File: src/hw/rtl/qftv_pkg.sv
// Shared types, constants and the arctangent table for the shortest-arc
// quaternion unit. No dependencies.
`default_nettype none

package qftv_pkg;

  localparam int FRAC_BITS     = 14;
  localparam int CORDIC_STAGES = 16;
  localparam int SQ_CELLS      = 32;
  localparam int DIV_CELLS     = 32;
  localparam int XW            = 34;
  localparam int ZW            = 36;

  typedef logic signed [XW-1:0] xy_t;
  typedef logic signed [ZW-1:0] ang_t;
  typedef logic [63:0]          wide_t;
  typedef logic [DIV_CELLS-1:0] quo_t;
  typedef logic [4:0]           idx_t;

  typedef enum logic [1:0] {
    ST_NORMAL = 2'd0,
    ST_IDENT  = 2'd1,
    ST_DEGEN  = 2'd2
  } status_t;

  localparam ang_t HALF_PI_Q30 = 36'sd1686629713;
  localparam logic [15:0] W_ONE = (FRAC_BITS >= 15) ? 16'h7fff : 16'(1 << FRAC_BITS);

  function automatic ang_t atan_q30(input idx_t k);
    ang_t a;
    case (k)
      5'd0:  a = 36'sd843314857;
      5'd1:  a = 36'sd497837829;
      5'd2:  a = 36'sd263043837;
      5'd3:  a = 36'sd133525159;
      5'd4:  a = 36'sd67021687;
      5'd5:  a = 36'sd33543516;
      5'd6:  a = 36'sd16775851;
      5'd7:  a = 36'sd8388437;
      5'd8:  a = 36'sd4194283;
      5'd9:  a = 36'sd2097149;
      5'd10: a = 36'sd1048576;
      5'd11: a = 36'sd524288;
      5'd12: a = 36'sd262144;
      5'd13: a = 36'sd131072;
      5'd14: a = 36'sd65536;
      5'd15: a = 36'sd32768;
      5'd16: a = 36'sd16384;
      5'd17: a = 36'sd8192;
      5'd18: a = 36'sd4096;
      5'd19: a = 36'sd2048;
      5'd20: a = 36'sd1024;
      5'd21: a = 36'sd512;
      5'd22: a = 36'sd256;
      5'd23: a = 36'sd128;
      5'd24: a = 36'sd64;
      5'd25: a = 36'sd32;
      5'd26: a = 36'sd16;
      5'd27: a = 36'sd8;
      5'd28: a = 36'sd4;
      5'd29: a = 36'sd2;
      5'd30: a = 36'sd1;
      default: a = 36'sd0;
    endcase
    return a;
  endfunction

endpackage

`default_nettype wire

File: src/hw/rtl/qftv_cordic_cell.sv
// One CORDIC micro-rotation, vectoring or rotation mode.
// Depends on qftv_pkg for widths and the arctangent table.
`default_nettype none

module qftv_cordic_cell (
  input  wire              clk,
  input  wire              en,
  input  wire              rot,
  input  qftv_pkg::idx_t   k,
  input  qftv_pkg::xy_t    x_i,
  input  qftv_pkg::xy_t    y_i,
  input  qftv_pkg::ang_t   z_i,
  output qftv_pkg::xy_t    x_o,
  output qftv_pkg::xy_t    y_o,
  output qftv_pkg::ang_t   z_o
);
  import qftv_pkg::*;

  xy_t  xs, ys, x_nxt, y_nxt, x_r, y_r;
  ang_t a, z_nxt, z_r;
  logic pos, s_up;

  always_comb begin
    xs    = x_i >>> k;
    ys    = y_i >>> k;
    a     = atan_q30(k);
    pos   = rot ? !z_i[ZW-1] : !y_i[XW-1];
    s_up  = rot ? pos : !pos;
    x_nxt = s_up ? (x_i - ys) : (x_i + ys);
    y_nxt = s_up ? (y_i + xs) : (y_i - xs);
    z_nxt = s_up ? (z_i - a) : (z_i + a);
  end

  always_ff @(posedge clk) begin
    if (en) begin
      x_r <= x_nxt;
      y_r <= y_nxt;
      z_r <= z_nxt;
    end
  end

  assign x_o = x_r;
  assign y_o = y_r;
  assign z_o = z_r;

endmodule

`default_nettype wire

File: config.mk
export PLATFORM = sky130hd
export DESIGN_NAME = qftv_cordic_cell
export DESIGN_NICKNAME = d
export VERILOG_FILES = /design/src/hw/rtl/qftv_pkg.sv /design/src/hw/rtl/qftv_cordic_cell.sv
export SDC_FILE = /design/constraint.sdc
export NUM_CORES = 1
export LEC_CHECK = 0
export BUFFER_PORTS_ARGS = -buffer_cell sky130_fd_sc_hd__buf_2
export CORE_MARGIN = 4
export CORE_UTILIZATION = 65
export DETAILED_ROUTE_END_ITERATION = 12
export PLACE_DENSITY = 0.9
export SLEW_MARGIN = 0
export SYNTH_ARGS = -nofsm -noshare
export SYNTH_HDL_FRONTEND = slang
export SYNTH_SLANG_ARGS = --single-unit
File: constraint.sdc
create_clock -name clk -period 12.7 [get_ports clk]
set_input_delay 1.905 -clock clk [delete_from_list [all_inputs] [get_ports clk]]
set_output_delay 1.905 -clock clk [all_outputs]
set_load 0.1 [all_outputs]
==> results.py <==
metrics = {
    "routing": {
        "remaining_drc_errors": 0,
        "first_iteration_detailed_routing_drc_count": 2776,
        "wire_per_inst_um": 25.7,
        "first_pass_iters": 6,
        "routed_via_density": 7.31,
        "drt_wl_total_mm": 58.4,
        "routed-via-count": 16615,
        "antenna_violating_nets_post_route": 0,
    },
    "yosys": {
        "synth_top_cell_area_share_pct": 19.8,
        "mappedNetlistNets": 2027,
        "synth.cell_area_sq_mm": 0.0158,
        "synth_enable_flop_cells": 104,
        "synthFlopType": "edfxtp_1",
        "syn-mean-instance-area_sq_um": 8.77,
        "synth.yosys.seq_area_share_pct": 19.8,
        "synth_area_leaders": "edfxtp_1 20%, mux4_2 10%, ha_1 8.9%, xnor2_1 6.4%, a21oi_1 5.5%",
        "yosysTopAreaCell": "edfxtp_1",
        "synthCells": 1800,
        "yosysWarnings": 0,
        "synth_seq_cells": 104,
        "ys_async_sr_fraction_pct": 0,
        "synthTopCellsByCount": "173 x a21oi_1, 142 x nand2_1, 126 x nor2_1, 115 x xnor2_1, 112 x ha_1",
        "yosysMostFrequentCell": "a21oi_1",
        "netlist-cell-type-count": 91,
    },
    "cells_and_area": {
        "nNetsFinal": 2177,
        "post_route_cells_drive_above_1_share_pct": 20.4,
        "final_core_util_pct": 72.9,
        "layout-area-overhead-vs-synth_pct": 9.41,
        "post_layout_nonfiller_instances": 2274,
        "antenna_cells_inserted": 0,
        "layout.filler_cells": 1829,
    },
    "global_route": {
        "grt_first_pass_wirelength_mm": 88.2,
        "grt_pass1_vias": 15811,
        "antenna_found_initial": 1,
        "maximum_number_of_pins_on_one_net_before_global_route_repair": 68,
        "grt_total_usage_pct": 42.1,
        "grt.overflow.total": 0,
    },
    "sta": {
        "finalSetupTns_ns": 0,
        "timing.final.crit_share_pct": 68.6,
        "setup_ws_post_layout_ns": 3.99,
        "maxSlewViolCount": 0,
        "relSlewSlack_pct": 33.9,
        "slew_of_the_pin_with_the_lowest_slew_margin_ns": 0.988,
        "final-setup-viol-count": 0,
        "timing.fmax_mhz": 115,
        "finalHoldViolCount": 0,
        "min_period_ns": 8.71,
        "rsz0062_at_grt": "false",
        "worst_case_hold_slack_ns": 1.90,
    },
    "clocking": {
        "cts_made_buffers": 9,
        "cts_hold_buffers": 0,
        "tritoncts": "yes",
        "cts-resized-gates": 0,
        "clock_sink_count": 104,
        "cell_at_the_root_of_the_clock_tree": "clkbuf_16",
        "cts_setup_buffers": 0,
        "clkTransAtPathRegs_ns": 0.08,
        "max_root_sink_buffers": 2,
        "htreeDepth": 3,
    },
    "run_status": {
        "run_status": "finished, final reports clean",
    },
    "run": {
        "drv_cap": 0,
    },
    "min_path": {
        "min_delay_path_depth": 2,
        "timing.hold.worst_endpoint": "y_o[0]$_DFFE_PP_",
        "min_from": "y_i[0]",
        "min-delay-path-class": "in2reg",
    },
    "power_and_ir_drop": {
        "vdd_drop_max_mv": 0.176,
        "static-leakage-power_nw": 7.13,
        "power_density_mw_per_mm2": 160,
    },
    "worst_setup_path": {
        "cp_max_fanout": 56,
        "crit_required_ns": 12.82,
        "critPathCaptureType": "flop",
        "timing.setup.critical_path_class": "in2reg",
        "worstSetupStartpointType": "primary input",
        "startpoint": "k[4]",
        "cp_data_arrival_time_ns": 8.83,
    },
    "placement": {
        "gp_congestion": 1.07,
        "numPlacedInstances": 2258,
        "pre_cts_ws_ns": 3.77,
        "port-buffer-count": 215,
        "dpl.hpwl_mm": 44.7,
    },
    "die": {
        "floorplan.die.width_um": 164,
        "die_area_sq_mm": 0.0268,
        "std_cell_core_area_sq_mm": 0.0237,
        "std_cell_rows": 56,
        "initial_core_util_pct": 66.7,
        "ios": 216,
        "chipHeight_um": 164,
    },
}
## metal layers
layer  wire [um]  track usage [%]  part of all wire [%]
met5           9                0                 0.015
met4        3360             19.7                   5.8
met3        7270             10.3                    12
met2       26600             68.3                    45
met1       21200             53.0                    36
## per-stage QoR
stage                     cell area [sq um]  power (mW)
final                                 17300        2.77
after global routing                  17300        2.88
after CTS                             17300        2.74
after detailed placement              17000        2.45
after global placement                17000        2.41
after floorplan                       15800        2.09
## worst max-delay path, stage by stage
cell,delay [ns]
buf_2,0.52
buf_4,0.63
inv_1,0.08
buf_4,0.30
nand2_1,0.67
o21ai_0,0.17
a21oi_1,0.30
ha_1,0.25
nand4_1,0.14
or3_1,0.45
nor4b_1,0.60
a21oi_1,0.17
xnor2_1,0.17
ha_1,0.37
a21o_1,0.20
a21o_1,0.18
a21oi_1,0.17
o21ai_0,0.12
a2111o_1,0.42
a31oi_1,0.20
nor3_1,0.12
or3_1,0.33
a21oi_1,0.18
xnor2_1,0.09
## layout by cell type (no fill, tap or decap), types with 26 or more instances in the layout
cell / n
buf_2: 212
a21oi_1: 173
nand2_1: 142
nor2_1: 126
xnor2_1: 115
ha_1: 112
o21ai_0: 107
edfxtp_1: 104
mux4_2: 71
xor2_1: 69
a21o_1: 53
inv_1: 52
mux2i_1: 50
mux2_2: 39
nand3_1: 37
nand2b_1: 30
nor3_1: 26
## how the worst max path moves through the flow
| stage | slack [ns] | end |
|---|---|---|
| 2_1_floorplan | 5.16 | z_o[33]$_DFFE_PP_ |
| 3_3_place_gp | 3.98 | x_o[27]$_DFFE_PP_ |
| 3_5_place_dp | 3.77 | x_o[27]$_DFFE_PP_ |
| 4_1_cts | 4.07 | x_o[27]$_DFFE_PP_ |
| 5_1_grt | 3.52 | x_o[27]$_DFFE_PP_ |
| 6_report | 3.99 | z_o[33]$_DFFE_PP_ |
## registers in the layout, summed over array words and instances (netlist names)
name / flops
y_o: 34
z_o: 36
x_o: 34
## where the power goes
part	internal (mW)	switching, mW	leakage, nW
combinational	0.503	1.43	5.97
sequential	0.529	0.0255	1.02
clock	0.136	0.146	0.138
## cell families (layout without fill, tap and decap cells)
family,count (synthesis),in the layout,synth area share (%)
muxes,166,166,16.7
DFF,104,104,19.8
buffers and inverters,152,307,4.22
adders and majority gates,115,115,9.26
and+or+nand+nor,495,495,15.7
AOI/OAI and AO/OA,584,584,24.1
xor gates and xnor gates,184,184,10.2
## area by class of cell
cell class	instances	area [sq um]	share of cell area, %
inverters	56	210	1.22
multi-input cells	1544	12000	69.6
repair buffers	235	1240	7.17
well taps	319	399	2.31
flip-flops and latches	104	3120	18.1
clock buffers	9	225	1.30
clock inverters	7	58.8	0.341
Note: power is estimated with default switching activity, not from simulation.
