[config.mk]
export PLATFORM = sky130hd
export DESIGN_NAME = qftv_div_cell
export DESIGN_NICKNAME = d
export VERILOG_FILES = /design/src/hw/rtl/qftv_pkg.sv /design/src/hw/rtl/qftv_div_cell.sv
export SDC_FILE = /design/constraint.sdc
export NUM_CORES = 1
export LEC_CHECK = 0
export BUFFER_PORTS_ARGS = -buffer_cell sky130_fd_sc_hd__buf_2
export CAP_MARGIN = 20
export CORE_ASPECT_RATIO = 0.5
export CORE_MARGIN = 1
export CORE_UTILIZATION = 50
export CTS_BUF_LIST = sky130_fd_sc_hd__clkbuf_8
export CTS_CLUSTER_DIAMETER = 120
export DETAILED_ROUTE_END_ITERATION = 12
export PLACE_DENSITY = 0.84
export SLEW_MARGIN = 25
export SYNTH_ARGS = -nofsm -noshare
export SYNTH_HDL_FRONTEND = slang
export SYNTH_SLANG_ARGS = --single-unit
[constraint.sdc]
create_clock -name clk -period 8.4 [get_ports clk]
set_input_delay 1.68 -clock clk [delete_from_list [all_inputs] [get_ports clk]]
set_output_delay 1.68 -clock clk [all_outputs]
set_load 0.02 [all_outputs]
[src/hw/rtl/qftv_pkg.sv]
// Shared types, constants and the arctangent table for the shortest-arc
// quaternion unit. No dependencies.
`default_nettype none

package qftv_pkg;

  localparam int FRAC_BITS     = 14;
  localparam int CORDIC_STAGES = 16;
  localparam int SQ_CELLS      = 32;
  localparam int DIV_CELLS     = 32;
  localparam int XW            = 34;
  localparam int ZW            = 36;

  typedef logic signed [XW-1:0] xy_t;
  typedef logic signed [ZW-1:0] ang_t;
  typedef logic [63:0]          wide_t;
  typedef logic [DIV_CELLS-1:0] quo_t;
  typedef logic [4:0]           idx_t;

  typedef enum logic [1:0] {
    ST_NORMAL = 2'd0,
    ST_IDENT  = 2'd1,
    ST_DEGEN  = 2'd2
  } status_t;

  localparam ang_t HALF_PI_Q30 = 36'sd1686629713;
  localparam logic [15:0] W_ONE = (FRAC_BITS >= 15) ? 16'h7fff : 16'(1 << FRAC_BITS);

  function automatic ang_t atan_q30(input idx_t k);
    ang_t a;
    case (k)
      5'd0:  a = 36'sd843314857;
      5'd1:  a = 36'sd497837829;
      5'd2:  a = 36'sd263043837;
      5'd3:  a = 36'sd133525159;
      5'd4:  a = 36'sd67021687;
      5'd5:  a = 36'sd33543516;
      5'd6:  a = 36'sd16775851;
      5'd7:  a = 36'sd8388437;
      5'd8:  a = 36'sd4194283;
      5'd9:  a = 36'sd2097149;
      5'd10: a = 36'sd1048576;
      5'd11: a = 36'sd524288;
      5'd12: a = 36'sd262144;
      5'd13: a = 36'sd131072;
      5'd14: a = 36'sd65536;
      5'd15: a = 36'sd32768;
      5'd16: a = 36'sd16384;
      5'd17: a = 36'sd8192;
      5'd18: a = 36'sd4096;
      5'd19: a = 36'sd2048;
      5'd20: a = 36'sd1024;
      5'd21: a = 36'sd512;
      5'd22: a = 36'sd256;
      5'd23: a = 36'sd128;
      5'd24: a = 36'sd64;
      5'd25: a = 36'sd32;
      5'd26: a = 36'sd16;
      5'd27: a = 36'sd8;
      5'd28: a = 36'sd4;
      5'd29: a = 36'sd2;
      5'd30: a = 36'sd1;
      default: a = 36'sd0;
    endcase
    return a;
  endfunction

endpackage

`default_nettype wire

[src/hw/rtl/qftv_div_cell.sv]
// One step of restoring division: settles one quotient bit per cell.
// Depends on qftv_pkg.
`default_nettype none

module qftv_div_cell (
  input  wire               clk,
  input  wire               en,
  input  qftv_pkg::idx_t    j,
  input  qftv_pkg::wide_t   rem_i,
  input  qftv_pkg::wide_t   den_i,
  input  qftv_pkg::quo_t    q_i,
  output qftv_pkg::wide_t   rem_o,
  output qftv_pkg::wide_t   den_o,
  output qftv_pkg::quo_t    q_o
);
  import qftv_pkg::*;

  logic [95:0] trial;
  logic        ge;
  wide_t       rem_nxt, rem_r, den_r;
  quo_t        q_nxt, q_r;

  always_comb begin
    trial   = {32'd0, den_i} << j;
    ge      = {32'd0, rem_i} >= trial;
    rem_nxt = ge ? (rem_i - trial[63:0]) : rem_i;
    q_nxt   = {q_i[DIV_CELLS-2:0], ge};
  end

  always_ff @(posedge clk) begin
    if (en) begin
      rem_r <= rem_nxt;
      den_r <= den_i;
      q_r   <= q_nxt;
    end
  end

  assign rem_o = rem_r;
  assign den_o = den_r;
  assign q_o   = q_r;

endmodule

`default_nettype wire

==> results of run 1 <==
## worst paths after layout
check | to | from | cells past startpoint | slack, ns
min | q_o[30]$_DFFE_PP_ | q_i[29] | 1 | 1.35
max | rem_o[58]$_DFFE_PP_ | j[0] | 18 | 1.34
## power groups by stage
stage               clock network, mW  registers, mW  logic (mW)
finish                          0.575          0.973        1.06
global route                    0.619          0.979        1.14
global placement                    0          0.989        1.02
floorplan                           0           1.08       0.622
CTS                             0.588          0.974        1.03
detailed placement                  0          0.992        1.03
## logic make-up after synthesis
family | Yosys count | share of synthesized area
and+or+nand+nor | 469 | 0.159
muxes | 114 | 0.143
DFF | 160 | 0.368
AOI/OAI and AO/OA | 404 | 0.192
adders and majority gates | 65 | 0.0629
buffers and inverters | 110 | 0.0381
xor gates and xnor gates | 55 | 0.0369
## per-layer routing
layer | global-route usage | routed length [um]
met1 | 0.418 | 18500
met2 | 0.415 | 16700
met3 | 0.0769 | 3470
met4 | 0.0698 | 682
met5 | 0.0260 | 113
## cell type report
type / count / area [um2]
Antenna cell: 1 / 2.50
Multi-Input combinational cell: 1107 / 7740
Fill cell: 2223 / 10200
Sequential cell: 160 / 4800
Inverter: 28 / 105
Clock inverter: 14 / 141
Tap cell: 344 / 430
Clock buffer: 17 / 234
Timing Repair Buffer: 337 / 1740
## cell usage in the layout (no fill, tap or decap), types with 19 or more instances in the layout
cell type  count
edfxtp_1     160
nor3_1        21
xnor2_1       30
mux2i_1       42
xor2_1        25
buf_2        323
a31oi_1       23
nand2_1      222
a21o_1        42
o21ai_0      139
a21oi_1       95
mux4_2        42
mux2_2        19
inv_1         26
ha_1          64
nor2_1       121
## sequential cells by signal, indices dropped and copies added, names as in the netlist
name	cells
den_o	64
rem_o	64
q_o	32
## metrics by stage
stage	std cells	power (mW)
finish	2008	2.60
global route	2007	2.74
CTS	2007	2.60
detailed placement	1976	2.02
global placement	1976	2.00
floorplan	1377	1.70
## worst max-delay path, delay by kind of cell
| kind | cells | cell delay (ns) |
|---|---|---|
| compound gates | 7 | 2.75 |
| fa+ha+maj | 1 | 0.32 |
| buf+inv | 4 | 1.38 |
| simple gates | 6 | 1.21 |
==> key figures, run 1 <==
Status
  • Status: complete, no violations

Final layout
  • Layout Area Growth over Synthesis: 16.5%
  • Nets@finish: roughly 1900
  • Final core utilization: 0.599
  • Layout cells sized above 1: 0.268
  • Finished Cell Area: 15200 um2

Floorplanning
  • CORE AREA: 25400 um2
  • Die Area: between 20000 and 30000 um2
  • Die Wd: approximately 230 um
  • Cell Rows: slightly above 40
  • Initial Utilization: 0.514
  • Die Ht: 116 um
  • # IOs: between 300 and 400

Yosys
  • Synth async-reset ratio: 0
  • Syn_nets: between 1500 and 2000
  • Top cells by count, synth: 222 x nand2_1, 160 x edfxtp_1, 139 x o21ai_0
  • Avg Inst Size Synth: 9.47 um2
  • Flops & latches, synth: 160
  • Post-synthesis cell area: 13000 um2
  • Yosys top cell area share: 0.368
  • Post-synth top area cell: edfxtp_1
  • Seq/Total Area, Yosys: 0.368
  • Cell with the most instances after synthesis: nand2_1
  • Largest cells by area after synthesis: edfxtp_1 37%, mux4_2 7.3%, nand2_1 6.4%, ha_1 6.1%, o21ai_0 5.3%
  • Synth cell types: between 70 and 80
  • Cell count after synthesis: about 1400
  • Post-synth EDFFs: 160
  • Synth warn: 0
  • Top FF cell, synth: edfxtp_1

STA
  • Final period util: 0.841
  • Final hold violation count: 0
  • Slew of the pin with the lowest slew margin: between 1 and 1.5 ns
  • Fmax: between 100 and 150 MHz
  • Setup Viol. Count Final: 0
  • Max-slew violation count: 0
  • Final WS setup: between 1 and 1.5 ns
  • Setup TNS: 0 ns
  • WHS: 1.35 ns
  • RSZ-0062 raised after global routing: false
  • Fin crit period: between 7 and 8 ns
  • Max-slew headroom: 0.331

Clock tree
  • CTS tree: yes
  • TritonCTS buffer count: 17
  • CTS resizes: 0
  • Cts hold-fix bufs: 0
  • H-tree levels: 4
  • CTS root buffer: clkbuf_8
  • Clock Path Buffers: 2
  • Clock-pin slew on the worst setup and hold paths: around 0.090 ns
  • Post-CTS Setup Inserts: 0
  • Num Clock Sinks: 160

Placed design
  • Placer Congestion: between 1 and 1.5
  • IO Port Bufs: roughly 330
  • Placed Instance Area: ~15000 um2
  • Hpwl dp: slightly above 30 mm
  • Pre-CTS setup slack: 1.01 ns

Drt
  • Vias per cell: 5.98
  • Routed Antenna Nets: 0
  • Iteration-0 DRC Markers: approximately 1600
  • Via count: roughly 12000
  • DRC: 0
  • Drt pass-1 iters: 5
  • Routed WL: just under 40 mm
  • WL/cell: ~20 um

Global routing
  • Antenna violations before repair: 2
  • GRT Total Usage: 0.285
  • Vias in the first global route: roughly 11000
  • Largest net degree at the start of global routing: approximately 100
  • Global route total overflow: 0
  • First-pass GRT wire length: between 50 and 60 mm

Power
  • Combinational power share: 0.406
  • P per Cell Area: ~170 nW/um2
  • Clk pwr share: 0.221
  • Net Sw Frac: 0.381
  • Worst vdd ir: 0.137 mV
  • Net Switching: 0.993 mW
  • Internal power: around 1.6 mW
  • Leakage: approximately 6.6 nW
  • Seq pwr share: 0.374

Job
  • Max Cap Viol: 0

Worst setup path
  • Cells along the critical path: buf_4 > buf_4 > buf_4 > nor2_1 > nand3_1 > o21ai_0 > a32oi_1 > ha_1 > and4_1 > and3_1 > inv_1 > nor4b_1 > a31oi_1 > o41ai_2 > a41oi_1 > o21ai_0 > nand2_1 > o311ai_1
  • Crit-path max FO: 53
  • Endpoint class of the critical path: flip-flop
  • Worst Setup Start Kind: input port
  • Crit-path slowest cell: o21ai_0
  • Crit path required time: about 8.7 ns
  • CP Class: in -> reg
  • Max stage delay on crit path: ~0.7 ns
  • Arr. time, crit path: around 7.4 ns
  • Most frequent CP cell: buf_4

Min path
  • Tightest Hold Check Type: in -> reg
(Power assumes the default switching activity.)
==> run 2: changes to the inputs <==
==> constraint.sdc (replaced) <==
create_clock -name clk -period 7.4 [get_ports clk]
set_input_delay 1.48 -clock clk [delete_from_list [all_inputs] [get_ports clk]]
set_output_delay 1.48 -clock clk [all_outputs]
set_load 0.02 [all_outputs]
==> key figures, run 2 (synthesis gave the netlist of run 1 again) <==
Clock tree
  • Post-CTS Setup Inserts: 0
  • TritonCTS buffer count: 17
  • CTS resizes: 0
  • Clock-pin slew on the worst setup and hold paths: 0.09 ns
  • CTS root buffer: clkbuf_8
  • Clock Path Buffers: 2
  • Cts hold-fix bufs: 0
  • H-tree levels: 4
  • Num Clock Sinks: 160
  • CTS tree: yes

Placed design
  • Inst Count DP: a little under 2000
  • Placer Congestion: between 0.9 and 1
  • Hpwl dp: roughly 31 mm
  • IO Port Bufs: around 330

STA
  • Final period util: 0.851
  • Slew of the pin with the lowest slew margin: slightly above 0.9 ns
  • RSZ-0062 raised after global routing: false
  • Setup TNS: 0 ns
  • Fmax: between 150 and 200 MHz
  • Setup Viol. Count Final: 0
  • Final hold violation count: 0
  • Fin crit period: ~6.3 ns
  • Max-slew violation count: 0
  • Max-slew headroom: 0.385

Global routing
  • Antenna violations before repair: 4
  • GRT Total Usage: 0.284
  • First-pass GRT wire length: 57.8 mm
  • Vias in the first global route: roughly 11000
  • Global route total overflow: 0
  • Largest net degree at the start of global routing: 91

Drt
  • Drt pass-1 iters: 6
  • WL/cell: around 19 um
  • Vias per cell: between 5 and 6
  • Routed Antenna Nets: 0
  • Via count: ~12000
  • Iteration-0 DRC Markers: 1362
  • DRC: 0
  • Routed WL: 39.1 mm

Floorplanning
  • Cell Rows: between 40 and 50
  • Die Wd: 230 um
  • Die Ht: 116 um
  • Die Area: between 20000 and 30000 um2
  • Initial Utilization: 0.514
  • CORE AREA: about 25000 um2
  • # IOs: 327

Power
  • P per Cell Area: about 190 nW/um2
  • Leakage: ~6.6 nW
  • Worst vdd ir: ~0.13 mV

Final layout
  • Most frequent cells in the layout: 323 x buf_2, 222 x nand2_1, 160 x edfxtp_1, 139 x o21ai_0, 121 x nor2_1
  • Final core utilization: 0.603
  • Most common cell after layout, fill and taps aside: buf_2
  • Nets@finish: around 1900
  • Layout cells sized above 1: 0.271
  • Number of fill cells: 2278
  • Final Instance Count excl. Fillers: around 2000
  • Register area: a little under 5000 um2
  • Footprint of the multi-input gates: slightly below 8000 um2
  • Layout Area Growth over Synthesis: 17.4%

Job
  • Max Cap Viol: 0

Worst setup path
  • Arr. time, crit path: around 6.5 ns
  • Endpoint class of the critical path: flip-flop
  • Worst Setup Start Kind: input port
  • Crit-path max FO: 39
  • CP Class: in -> reg
  • Crit path required time: 7.65 ns

Min path
  • Tightest Hold Check Type: in -> reg

Status
  • Status: complete, no violations
[run 2: cell count changes in the layout (fill, tap and decap cells not counted)]
cell	before	now
clkinv_1	1	5
clkinv_2	4	0
buf_4	12	21
buf_12	1	3
inv_1	26	25
diode_2	1	2
clkinv_4	1	2
[run 2: final timing paths]
path                start                   to  cells past startpoint
setup / recovery     j[1]  rem_o[52]$_DFFE_PP_                     22
hold / removal    q_i[29]    q_o[30]$_DFFE_PP_                      1
[run 2: metal layers]
metal | part of all wire | track usage
met1 | 0.46 | 0.412
met2 | 0.43 | 0.412
met3 | 0.094 | 0.0808
met4 | 0.016 | 0.0861
met5 | 0.0011 | 0
[run 2: per-stage QoR]
step                      instance area, um2  hold slack (ns)  power, mW  worst slack, ns
after global placement                 14900             1.66       2.29            0.815
after CTS                              15300             1.11       2.95             1.27
final                                  15300             1.14       2.96             1.10
after global routing                   15300             1.12       3.11            0.611
after detailed placement               14900             1.66       2.31            0.752
after floorplan                        13000             1.58       1.93            0.883
[run 2: layout make-up]
type | count | share of cell area
Inverter | 28 | 0.00687
Clock inverter | 14 | 0.00924
Antenna cell | 2 | 0.000327
Timing Repair Buffer | 348 | 0.121
Multi-Input combinational cell | 1107 | 0.506
Tap cell | 344 | 0.0281
Clock buffer | 17 | 0.0153
Sequential cell | 160 | 0.314
[run 2: power breakdown]
| part | total (mW) | switching (mW) | internal (mW) |
|---|---|---|---|
| combinational | 1.21 | 0.752 | 0.457 |
| clock | 0.646 | 0.350 | 0.296 |
| sequential | 1.10 | 0.0189 | 1.09 |
| total | 2.96 | 1.12 | 1.84 |
[run 2: worst max-delay path, stage by stage]
cell	delay, ns
buf_2	0.59
buf_4	0.33
inv_2	0.07
buf_4	0.23
nor2_1	0.13
o31a_1	0.17
nand2_1	0.06
o21ai_0	0.16
nor2_1	0.08
nor2_1	0.38
ha_1	0.44
a21oi_1	0.17
o21ai_0	0.13
a21o_1	0.23
a21o_1	0.19
o21ai_0	0.17
nand4_1	0.11
a41oi_1	0.37
or2_4	0.42
buf_12	0.23
nor2_1	0.06
a221o_1	0.34
